<file path="src/hw/rtl/tce_pkg.sv">
package tce_pkg;

  localparam int SYM_W      = 5;
  localparam int MAX_PERIOD = 16;
  localparam int CNT_W      = $clog2(MAX_PERIOD + 1);
  localparam int ADDR_W     = $clog2(MAX_PERIOD);
  localparam int TRIPLE_W   = 6;
  localparam int NUM_LAYERS = 3;
  localparam int LAYER_W    = 45;
  localparam int CFG_IDX_W  = 3;
  localparam int TDATA_W    = 8;

  localparam logic [CNT_W-1:0] PERIOD_RESET = CNT_W'(5);

  // Digit positions within a triple, in the order the line is built.
  localparam logic [1:0] DIG_LAYER = 2'd0;
  localparam logic [1:0] DIG_ROW   = 2'd1;
  localparam logic [1:0] DIG_COL   = 2'd2;

  typedef enum logic [CFG_IDX_W-1:0] {
    CFG_DECRYPT_MODE = 3'd0,
    CFG_PERIOD       = 3'd1,
    CFG_LAYER0       = 3'd2,
    CFG_LAYER1       = 3'd3,
    CFG_LAYER2       = 3'd4
  } cfg_idx_t;

  typedef logic [NUM_LAYERS-1:0][LAYER_W-1:0] key_t;

  // A line position held as quotient and remainder by three.
  typedef struct packed {
    logic [ADDR_W-1:0] quo;
    logic [1:0]        rem;
  } dm_t;

  function automatic dm_t dm_add1(input dm_t v);
    dm_t r;
    r = v;
    if (v.rem == 2'd2) begin
      r.rem = 2'd0;
      r.quo = v.quo + ADDR_W'(1);
    end else begin
      r.rem = v.rem + 2'd1;
    end
    return r;
  endfunction

  function automatic dm_t dm_add2(input dm_t v);
    dm_t r;
    r = v;
    if (v.rem == 2'd0) begin
      r.rem = 2'd2;
    end else begin
      r.rem = v.rem - 2'd1;
      r.quo = v.quo + ADDR_W'(1);
    end
    return r;
  endfunction

  function automatic logic [1:0] mod3(input logic [1:0] v);
    return (v == 2'd3) ? 2'd0 : v;
  endfunction

  // First layer holding the symbol wins; within it the last match in row-major order.
  function automatic logic [TRIPLE_W-1:0] lookup_triple(input key_t key,
                                                        input logic [SYM_W-1:0] sym);
    logic [TRIPLE_W-1:0] res;
    logic                found;
    logic [1:0]          hit_row;
    logic [1:0]          hit_col;
    res = '0;
    for (int l = NUM_LAYERS - 1; l >= 0; l--) begin
      found   = 1'b0;
      hit_row = 2'd0;
      hit_col = 2'd0;
      for (int r = 0; r < 3; r++) begin
        for (int c = 0; c < 3; c++) begin
          if (key[l][SYM_W*(3*r+c) +: SYM_W] == sym) begin
            found   = 1'b1;
            hit_row = 2'(r);
            hit_col = 2'(c);
          end
        end
      end
      if (found) begin
        res = {2'(l), hit_row, hit_col};
      end
    end
    return res;
  endfunction

  function automatic logic [SYM_W-1:0] key_symbol(input key_t key, input logic [1:0] lay,
                                                  input logic [1:0] row, input logic [1:0] col);
    logic [1:0] l;
    logic [3:0] pos;
    l   = mod3(lay);
    pos = 4'(mod3(row)) * 4'd3 + 4'(mod3(col));
    return key[l][SYM_W*pos +: SYM_W];
  endfunction

endpackage

</file>
<file path="src/hw/rtl/tce_ram.sv">
module tce_ram #(
  parameter int WIDTH = 6,
  parameter int DEPTH = 16
) (
  input  logic                     clk,
  input  logic                     wr_en,
  input  logic [$clog2(DEPTH)-1:0] wr_addr,
  input  logic [WIDTH-1:0]         wr_data,
  input  logic                     rd_en,
  input  logic [$clog2(DEPTH)-1:0] rd_addr,
  output logic [WIDTH-1:0]         rd_data
);

  logic [WIDTH-1:0] mem [DEPTH];

  always_ff @(posedge clk) begin
    if (wr_en) begin
      mem[wr_addr] <= wr_data;
    end
    if (rd_en) begin
      rd_data <= mem[rd_addr];
    end
  end

endmodule

</file>
<file path="src/hw/rtl/trifid_cipher_engine_unit.sv">
// A group of n symbols takes n input beats. After the beat that completes or ends the group, the
// results leave one by one, three memory reads each (one per digit); a held output stalls the reads.
// The single read port of the triple memory sets the pace; no input is taken while a group is emitted.
// Reset: synchronous, active low; clears the control state and the configuration registers
// (period 5, all else 0). The triple memory is not cleared: only entries of the current group are read.
module trifid_cipher_engine_unit (
  input  logic                                clk,
  input  logic                                rst_n,
  // Configuration write channel.
  input  logic                                cfg_valid,
  output logic                                cfg_ready,
  input  logic [tce_pkg::CFG_IDX_W-1:0]       cfg_index,
  input  logic [tce_pkg::LAYER_W-1:0]         cfg_data,
  // Input symbols.
  input  logic                                in_tvalid,
  output logic                                in_tready,
  input  logic [tce_pkg::TDATA_W-1:0]         in_tdata,   // [4:0] in_symbol, [7:5] zero
  input  logic                                in_tlast,   // in_message_end
  // Result symbols.
  output logic                                out_tvalid,
  input  logic                                out_tready,
  output logic [tce_pkg::TDATA_W-1:0]         out_tdata,  // [4:0] out_symbol, [7:5] zero
  output logic                                out_tlast,  // out_group_last
  output logic                                out_tuser   // out_message_end
);

  // The engine alternates between collecting a group and emitting it.
  typedef enum logic [1:0] {
    ST_FILL = 2'b01,
    ST_EMIT = 2'b10
  } state_t;

  // Configuration registers.
  logic                          decrypt_r;
  logic [tce_pkg::CNT_W-1:0]     period_r;
  tce_pkg::key_t                 key_r;

  // Collection state.
  state_t                        state_r, state_nxt;
  logic [tce_pkg::CNT_W-1:0]     count_r, count_nxt;
  tce_pkg::dm_t                  c1_r, c1_nxt;      // count split by three
  tce_pkg::dm_t                  c2_r, c2_nxt;      // twice count split by three
  logic [tce_pkg::ADDR_W-1:0]    n_m1_r, n_m1_nxt;  // group size less one
  logic                          msg_end_r, msg_end_nxt;

  // Read issue state.
  logic [tce_pkg::ADDR_W-1:0]    k_r, k_nxt;
  logic [1:0]                    d_r, d_nxt;
  logic [tce_pkg::ADDR_W-1:0]    e_idx_r, e_idx_nxt;
  logic [1:0]                    e_plane_r, e_plane_nxt;
  tce_pkg::dm_t [2:0]            ptr_r, ptr_nxt;
  logic                          issue_done_r, issue_done_nxt;

  // Read data stage.
  logic                          dv_r, dv_nxt;
  logic [1:0]                    dd_r, dd_nxt;
  logic [1:0]                    dsel_r, dsel_nxt;
  logic                          dlast_r, dlast_nxt;
  logic [1:0]                    dig0_r, dig0_nxt;
  logic [1:0]                    dig1_r, dig1_nxt;

  // Output register.
  logic                          out_valid_r, out_valid_nxt;
  logic [tce_pkg::SYM_W-1:0]     out_sym_r, out_sym_nxt;
  logic                          out_last_r, out_last_nxt;
  logic                          out_end_r, out_end_nxt;

  // Combinational helpers.
  logic                          in_acc;
  logic [tce_pkg::CNT_W-1:0]     cnt_inc;
  logic [tce_pkg::CNT_W-1:0]     eff_period;
  logic                          flush;
  logic                          adv;
  logic                          issuing;
  logic                          rd_en;
  logic [tce_pkg::ADDR_W-1:0]    rd_addr;
  logic [1:0]                    rd_sel;
  logic [tce_pkg::TRIPLE_W-1:0]  wr_triple;
  logic [tce_pkg::TRIPLE_W-1:0]  rd_triple;
  logic [1:0]                    rd_digit;
  logic                          last_issue;
  tce_pkg::dm_t                  dec_ptr;

  assign cfg_ready  = 1'b1;
  assign in_tready  = (state_r == ST_FILL);
  assign in_acc     = in_tvalid && in_tready;
  assign cnt_inc    = count_r + tce_pkg::CNT_W'(1);

  // A zero period acts as one; anything above the buffer depth saturates.
  always_comb begin
    if (period_r == '0) begin
      eff_period = tce_pkg::CNT_W'(1);
    end else if (period_r > tce_pkg::CNT_W'(tce_pkg::MAX_PERIOD)) begin
      eff_period = tce_pkg::CNT_W'(tce_pkg::MAX_PERIOD);
    end else begin
      eff_period = period_r;
    end
  end

  assign flush     = in_acc && ((cnt_inc >= eff_period) || in_tlast);
  assign wr_triple = tce_pkg::lookup_triple(key_r, in_tdata[tce_pkg::SYM_W-1:0]);

  // The whole read pipeline moves only when the output register can take a result.
  assign adv     = !out_valid_r || out_tready;
  assign issuing = (state_r == ST_EMIT) && !issue_done_r;
  assign rd_en   = issuing && adv;

  always_comb begin
    case (d_r)
      tce_pkg::DIG_LAYER: dec_ptr = ptr_r[0];
      tce_pkg::DIG_ROW:   dec_ptr = ptr_r[1];
      tce_pkg::DIG_COL:   dec_ptr = ptr_r[2];
      default:            dec_ptr = ptr_r[0];
    endcase
  end

  // Encryption walks the line of layers, rows, columns in order; decryption reads
  // position k, n + k and 2n + k of the line built triple by triple.
  assign rd_addr    = decrypt_r ? dec_ptr.quo : e_idx_r;
  assign rd_sel     = decrypt_r ? dec_ptr.rem : e_plane_r;
  assign last_issue = (k_r == n_m1_r) && (d_r == tce_pkg::DIG_COL);

  tce_ram #(
    .WIDTH (tce_pkg::TRIPLE_W),
    .DEPTH (tce_pkg::MAX_PERIOD)
  ) u_triple_ram (
    .clk     (clk),
    .wr_en   (in_acc),
    .wr_addr (count_r[tce_pkg::ADDR_W-1:0]),
    .wr_data (wr_triple),
    .rd_en   (rd_en),
    .rd_addr (rd_addr),
    .rd_data (rd_triple)
  );

  always_comb begin
    case (dsel_r)
      tce_pkg::DIG_LAYER: rd_digit = rd_triple[5:4];
      tce_pkg::DIG_ROW:   rd_digit = rd_triple[3:2];
      tce_pkg::DIG_COL:   rd_digit = rd_triple[1:0];
      default:            rd_digit = 2'd0;
    endcase
  end

  always_comb begin
    state_nxt      = state_r;
    count_nxt      = count_r;
    c1_nxt         = c1_r;
    c2_nxt         = c2_r;
    n_m1_nxt       = n_m1_r;
    msg_end_nxt    = msg_end_r;
    k_nxt          = k_r;
    d_nxt          = d_r;
    e_idx_nxt      = e_idx_r;
    e_plane_nxt    = e_plane_r;
    ptr_nxt        = ptr_r;
    issue_done_nxt = issue_done_r;
    dv_nxt         = dv_r;
    dd_nxt         = dd_r;
    dsel_nxt       = dsel_r;
    dlast_nxt      = dlast_r;
    dig0_nxt       = dig0_r;
    dig1_nxt       = dig1_r;
    out_valid_nxt  = out_valid_r;
    out_sym_nxt    = out_sym_r;
    out_last_nxt   = out_last_r;
    out_end_nxt    = out_end_r;

    // Collection: count the beat and keep the running splits by three for decryption; the closing beat starts the emit.
    if (flush) begin
      state_nxt      = ST_EMIT;
      count_nxt      = '0;
      c1_nxt         = '0;
      c2_nxt         = '0;
      n_m1_nxt       = cnt_inc[tce_pkg::ADDR_W-1:0] - tce_pkg::ADDR_W'(1);
      msg_end_nxt    = in_tlast;
      k_nxt          = '0;
      d_nxt          = tce_pkg::DIG_LAYER;
      e_idx_nxt      = '0;
      e_plane_nxt    = tce_pkg::DIG_LAYER;
      ptr_nxt[0]     = '0;
      ptr_nxt[1]     = tce_pkg::dm_add1(c1_r);
      ptr_nxt[2]     = tce_pkg::dm_add2(c2_r);
      issue_done_nxt = 1'b0;
    end else if (in_acc) begin
      count_nxt = cnt_inc;
      c1_nxt    = tce_pkg::dm_add1(c1_r);
      c2_nxt    = tce_pkg::dm_add2(c2_r);
    end

    if (adv) begin
      // Issue stage: one digit read per cycle while the output register can take a result.
      dv_nxt    = issuing;
      dd_nxt    = d_r;
      dsel_nxt  = rd_sel;
      dlast_nxt = last_issue;
      if (issuing) begin
        if (e_idx_r == n_m1_r) begin
          e_idx_nxt   = '0;
          e_plane_nxt = e_plane_r + 2'd1;
        end else begin
          e_idx_nxt = e_idx_r + tce_pkg::ADDR_W'(1);
        end
        if (d_r == tce_pkg::DIG_COL) begin
          d_nxt      = tce_pkg::DIG_LAYER;
          k_nxt      = k_r + tce_pkg::ADDR_W'(1);
          ptr_nxt[0] = tce_pkg::dm_add1(ptr_r[0]);
          ptr_nxt[1] = tce_pkg::dm_add1(ptr_r[1]);
          ptr_nxt[2] = tce_pkg::dm_add1(ptr_r[2]);
        end else begin
          d_nxt = d_r + 2'd1;
        end
        if (last_issue) begin
          issue_done_nxt = 1'b1;
        end
      end

      // Data stage: gather the digits; the third one completes a result.
      out_valid_nxt = 1'b0;
      if (dv_r) begin
        case (dd_r)
          tce_pkg::DIG_LAYER: dig0_nxt = rd_digit;
          tce_pkg::DIG_ROW:   dig1_nxt = rd_digit;
          tce_pkg::DIG_COL: begin
            out_valid_nxt = 1'b1;
            out_sym_nxt   = tce_pkg::key_symbol(key_r, dig0_r, dig1_r, rd_digit);
            out_last_nxt  = dlast_r;
            out_end_nxt   = dlast_r && msg_end_r;
            if (dlast_r) begin
              state_nxt = ST_FILL;
            end
          end
          default: ;
        endcase
      end
    end
  end

  // Control state and configuration.
  always_ff @(posedge clk) begin
    if (!rst_n) begin
      decrypt_r    <= 1'b0;
      period_r     <= tce_pkg::PERIOD_RESET;
      key_r        <= '0;
      state_r      <= ST_FILL;
      count_r      <= '0;
      c1_r         <= '0;
      c2_r         <= '0;
      issue_done_r <= 1'b1;
      dv_r         <= 1'b0;
      out_valid_r  <= 1'b0;
    end else begin
      if (cfg_valid && cfg_ready) begin
        case (cfg_index)
          tce_pkg::CFG_DECRYPT_MODE: decrypt_r <= cfg_data[0];
          tce_pkg::CFG_PERIOD:       period_r  <= cfg_data[tce_pkg::CNT_W-1:0];
          tce_pkg::CFG_LAYER0:       key_r[0]  <= cfg_data;
          tce_pkg::CFG_LAYER1:       key_r[1]  <= cfg_data;
          tce_pkg::CFG_LAYER2:       key_r[2]  <= cfg_data;
          default: ;
        endcase
      end
      state_r      <= state_nxt;
      count_r      <= count_nxt;
      c1_r         <= c1_nxt;
      c2_r         <= c2_nxt;
      issue_done_r <= issue_done_nxt;
      dv_r         <= dv_nxt;
      out_valid_r  <= out_valid_nxt;
    end
  end

  // Payload and sequencing registers, all loaded before use.
  always_ff @(posedge clk) begin
    n_m1_r    <= n_m1_nxt;
    msg_end_r <= msg_end_nxt;
    k_r       <= k_nxt;
    d_r       <= d_nxt;
    e_idx_r   <= e_idx_nxt;
    e_plane_r <= e_plane_nxt;
    ptr_r     <= ptr_nxt;
    dd_r      <= dd_nxt;
    dsel_r    <= dsel_nxt;
    dlast_r   <= dlast_nxt;
    dig0_r    <= dig0_nxt;
    dig1_r    <= dig1_nxt;
    out_sym_r <= out_sym_nxt;
    out_last_r <= out_last_nxt;
    out_end_r <= out_end_nxt;
  end

  assign out_tvalid = out_valid_r;
  assign out_tdata  = tce_pkg::TDATA_W'(out_sym_r);
  assign out_tlast  = out_last_r;
  assign out_tuser  = out_end_r;

endmodule

</file>
<file path="config.mk">
export PLATFORM = sky130hd
export DESIGN_NAME = trifid_cipher_engine_unit
export DESIGN_NICKNAME = d
export VERILOG_FILES = /design/src/hw/rtl/tce_pkg.sv /design/src/hw/rtl/tce_ram.sv /design/src/hw/rtl/trifid_cipher_engine_unit.sv
export SDC_FILE = /design/constraint.sdc
export NUM_CORES = 1
export LEC_CHECK = 0
export BUFFER_PORTS_ARGS = -buffer_cell sky130_fd_sc_hd__buf_2
export CAP_MARGIN = 20
export CORE_UTILIZATION = 50
export DETAILED_ROUTE_END_ITERATION = 6
export PLACE_DENSITY = 0.75
export SLEW_MARGIN = 20
export SYNTH_ARGS = -nofsm -noshare
export SYNTH_HDL_FRONTEND = slang
export SYNTH_SLANG_ARGS = --single-unit
export TNS_END_PERCENT = 5
</file>
<file path="constraint.sdc">
create_clock -name clk -period 4.25 [get_ports clk]
set_input_delay 0.425 -clock clk [delete_from_list [all_inputs] [get_ports clk]]
set_output_delay 0.425 -clock clk [all_outputs]
set_load 0.05 [all_outputs]
</file>
==> results.tsv <==
stage	metric	value	unit
logic_synthesis	share of flip-flops with an asynchronous set or reset after synthesis	0	%
critical_path	worst setup path startpoint	dsel_r[1]	
route	count of unresolved DRC violations after routing	0	
logic_synthesis	leading area contributor after synthesis	edfxtp_1	
global_route	total routing usage reported by global routing	24.80	%
timing	final setup skew	0.01634	ns
layout	non-filler cells, final	2064	
placement	weighted congestion at the end of routability-driven global placement	1.012	
logic_synthesis	count of different cell masters after synthesis	75	
timing	hold violation count in the final report	0	
timing	unrepaired setup endpoints after global routing	false	
critical_path	type of element launching the critical path	flip-flop	
clock_network	hold buffers post-CTS	0	
layout	proportion of layout cells with a drive suffix above 1	12.21	%
timing	total negative setup slack	0	ns
layout	Antenna Diode Count	0	
global_route	global-route wire length before repair	64410	um
route	post-DR vias/cell	5.781	
clock_network	CTS H-tree depth	2	
floorplanning	die outline width	181.8	um
floorplanning	die span in y	181.8	um
global_route	number of antenna violations at the first check in global routing	0	
logic_synthesis	top cells by area in the synthesized netlist	edfxtp_1 25%, dfxtp_1 22%, nand2_1 7.9%	
layout	layout net count	1728	
clock_network	clock latency on the worst-skew pair	0.52	ns
logic_synthesis	Cell Area, Synth	16160	um2
placement	post-placement setup slack	0.7627	ns
critical_path	crit path to	out_sym_r[0]	
critical_path	top fanout value on the critical path	7	
global_route	overflow left after global routing	0	
timing	worst max-slew margin expressed relative to the limit	27.17	%
floorplanning	area of the core	31720	um2
floorplanning	number of I/O pins	75	
clock_network	cell at the root of the clock tree	clkbuf_16	
clock_network	clock buffer depth	3	
logic_synthesis	area share of the largest cell type after synthesis	25.08	%
logic_synthesis	top flip-flop cell by instance count after synthesis	dfxtp_1	
global_route	vias in the first global route	11840	
critical_path	launching point of the worst reg2reg path	dsel_r[1]	
global_route	maximum number of pins on one net before global-route repair	108	
clock_network	CTS Buf Count	35	
placement	quantity of I/O buffers inserted on ports	67	
route	count of TritonRoute iterations in the first routing pass	5	
route	Iteration-0 DRC Markers	817	
critical_path	required time at the endpoint of the critical path	4.51	ns
route	total number of vias	11930	
timing	share of the cycle needed by the critical path after routing	83.21	%
route	WL/cell	19.66	um
timing	final setup violating endpoints	0	
critical_path	type of the worst setup path	reg2reg	
pwr	worst vdd ir	0.3039	mV
clock_network	post-CTS clock slew at the launch and capture registers of the worst setup and hold paths	0.06	ns
timing	Slew Limit Fails	0	
status	status	complete, no violations	
logic_synthesis	Cells after Synth	1604	
placement	number of placed cells counting well taps	2002	
pwr	power per unit of standard cell area	390.6	nW/um2
clock_network	clock tree from TritonCTS	done	
timing	min setup slack post-route	0.7134	ns
logic_synthesis	number of flops mapped to enable cells by yosys	135	
logic_synthesis	sequential fraction of the synthesis area	47.50	%
min_path	classification of the worst-slack hold path	in2reg	
pwr	static leakage	6.765	nW
floorplanning	effective utilization at floorplan	50.95	%
placement	hpwl dp	28390	um
critical_path	depth of the most critical reg-to-reg path	9	
logic_synthesis	Avg Synthesized Cell Area	10.08	um2
logic_synthesis	post-synthesis register bit count	316	
clock_network	Resized cells post-CTS	0	
floorplanning	number of core rows	65	
run	max cap viols	0	
critical_path	Worst R2R Setup Slack	0.71	ns
clock_network	number of sinks handled by clock tree synthesis	316	
timing	clock period minus final worst setup slack	3.537	ns
critical_path	Arrival @ worst endpoint	3.80	ns
clock_network	setup repair bufs after CTS	0	
route	Routed Wire Length	40570	um
route	DRT antenna net count	0	
layout	fraction of the core area covered by cells at the end of the flow	56.57	%
critical_path	category of the worst setup path capture point	flip-flop	
timing	slew at the pin with the worst max-slew slack	1.092	ns
layout	Area growth, synth to finish	11.02	%
timing	upper clock frequency limit	282.8	MHz
timing	worst hold margin	0.1702	ns
critical_path	R2R Path End	out_sym_r[0]	
logic_synthesis	number of warnings issued by yosys	0	
floorplanning	die footprint	33050	um2
-- layer usage --
metal	vias to the layer above	global-route usage (%)	routed length, um
met2	341	43.82	20550
met4	0	7.797	1047
met3	73	3.349	1998
li1	5688	-	-
met1	5830	31.35	16970
met5	-	0	0
-- layout make-up --
cell class              count  area [um2]
repair buffers             94       640.6
inverters                  23       86.33
flip-flops and latches    316        7677
clock buffers              45       954.7
well taps                 402       503.0
multi-input cells        1168        7881
clock inverters            16       200.2
fillers                  2722       13770
-- kinds of logic after synthesis --
| logic type | synth area share (%) |
|---|---|
| AND/OR/NAND/NOR | 15.48 |
| flip-flops | 47.50 |
| AO/OA/AOI/OAI | 13.39 |
| XOR/XNOR | 9.197 |
| buffers and inverters | 4.072 |
| multiplexers | 8.098 |
| adder cells (fa/ha/maj) | 2.214 |
| other | 0.04647 |
-- how the worst min path moves through the flow --
| stage | start | endpoint | slack, ns | depth (start not counted) |
|---|---|---|---|---|
| after CTS | in_tlast | msg_end_r | 0.15 | 1 |
| after detailed placement | c2_r[0] | c2_r[0] | 0.46 | 2 |
| after global routing | in_tlast | msg_end_r | 0.16 | 1 |
| after floorplan | d_r[1] | dd_r[1] | 0.43 | 0 |
| after global placement | c2_r[0] | c2_r[0] | 0.44 | 2 |
| final | in_tlast | msg_end_r | 0.17 | 1 |
-- critical path: stages, from the launching register on --
cell and delay (ns):
edfxtp_1 0.43, mux2i_1 0.14, o21ai_0 0.50, nor2b_1 0.22, ha_1 0.25, ha_1 0.21
fa_1 0.65, mux4_2 0.55, o21ai_0 0.22, o21ai_1 0.10
-- power by group --
part           total [mW]  switching, mW  internal, mW  leakage (nW)
clock network        3.07           1.23          1.84         0.565
registers            3.35         0.0737          3.27          2.75
logic               0.594          0.367         0.228          3.45
total                7.01           1.67          5.34          6.76
-- synth_stat cells, drive strengths merged (4+ instances only) --
cell and instances:
nor2 75, buf 40, nor3 35, a21o 7, clkbuf 59, o21a 4, ha 27, and3 8
nor2b 15, o221ai 6, mux4 25, nand2 343, inv 23, mux2i 70, a22oi 7, o31ai 10
nand4 6, o22ai 32, or2 4, xor2 85, a21boi 137, nor4 4, and2 5, nand3 42
a31oi 4, edfxtp 135, mux2 4, a22o 4, or4 7, o311ai 4, o21ai 43, dfxtp 181
xnor2 83, nand2b 10, a21oi 25
-- sequential cells by signal, summed over array words and instances (netlist names), 5 cells and up --
name and cells:
c1_r 6, c2_r 6, count_r 5, key_r 135, out_sym_r 5, period_r 5
ptr_r 18, u_triple_ram.mem 96, u_triple_ram.rd_data 6
-- per-stage QoR --
| step | power [mW] | instance area (um2) |
|---|---|---|
| 2_1_floorplan | 3.806 | 16170 |
| 3_3_place_gp | 3.972 | 16740 |
| 3_5_place_dp | 3.997 | 16770 |
| 4_1_cts | 7.043 | 17920 |
| 5_1_grt | 7.233 | 17940 |
| 6_report | 7.010 | 17940 |
-- layout by cell type, fill, tap and decap left out, drive strengths merged, types with 27 or more instances in the layout --
cell	synthesis	final
nor3	35	35
o22ai	32	32
mux2i	70	70
edfxtp	135	135
buf	40	94
xor2	85	85
nor2	75	75
o21ai	43	43
clkbuf	59	45
nand3	42	42
dfxtp	181	181
ha	27	27
a21boi	137	137
nand2	343	343
xnor2	83	83
(Power assumes the default switching activity.)
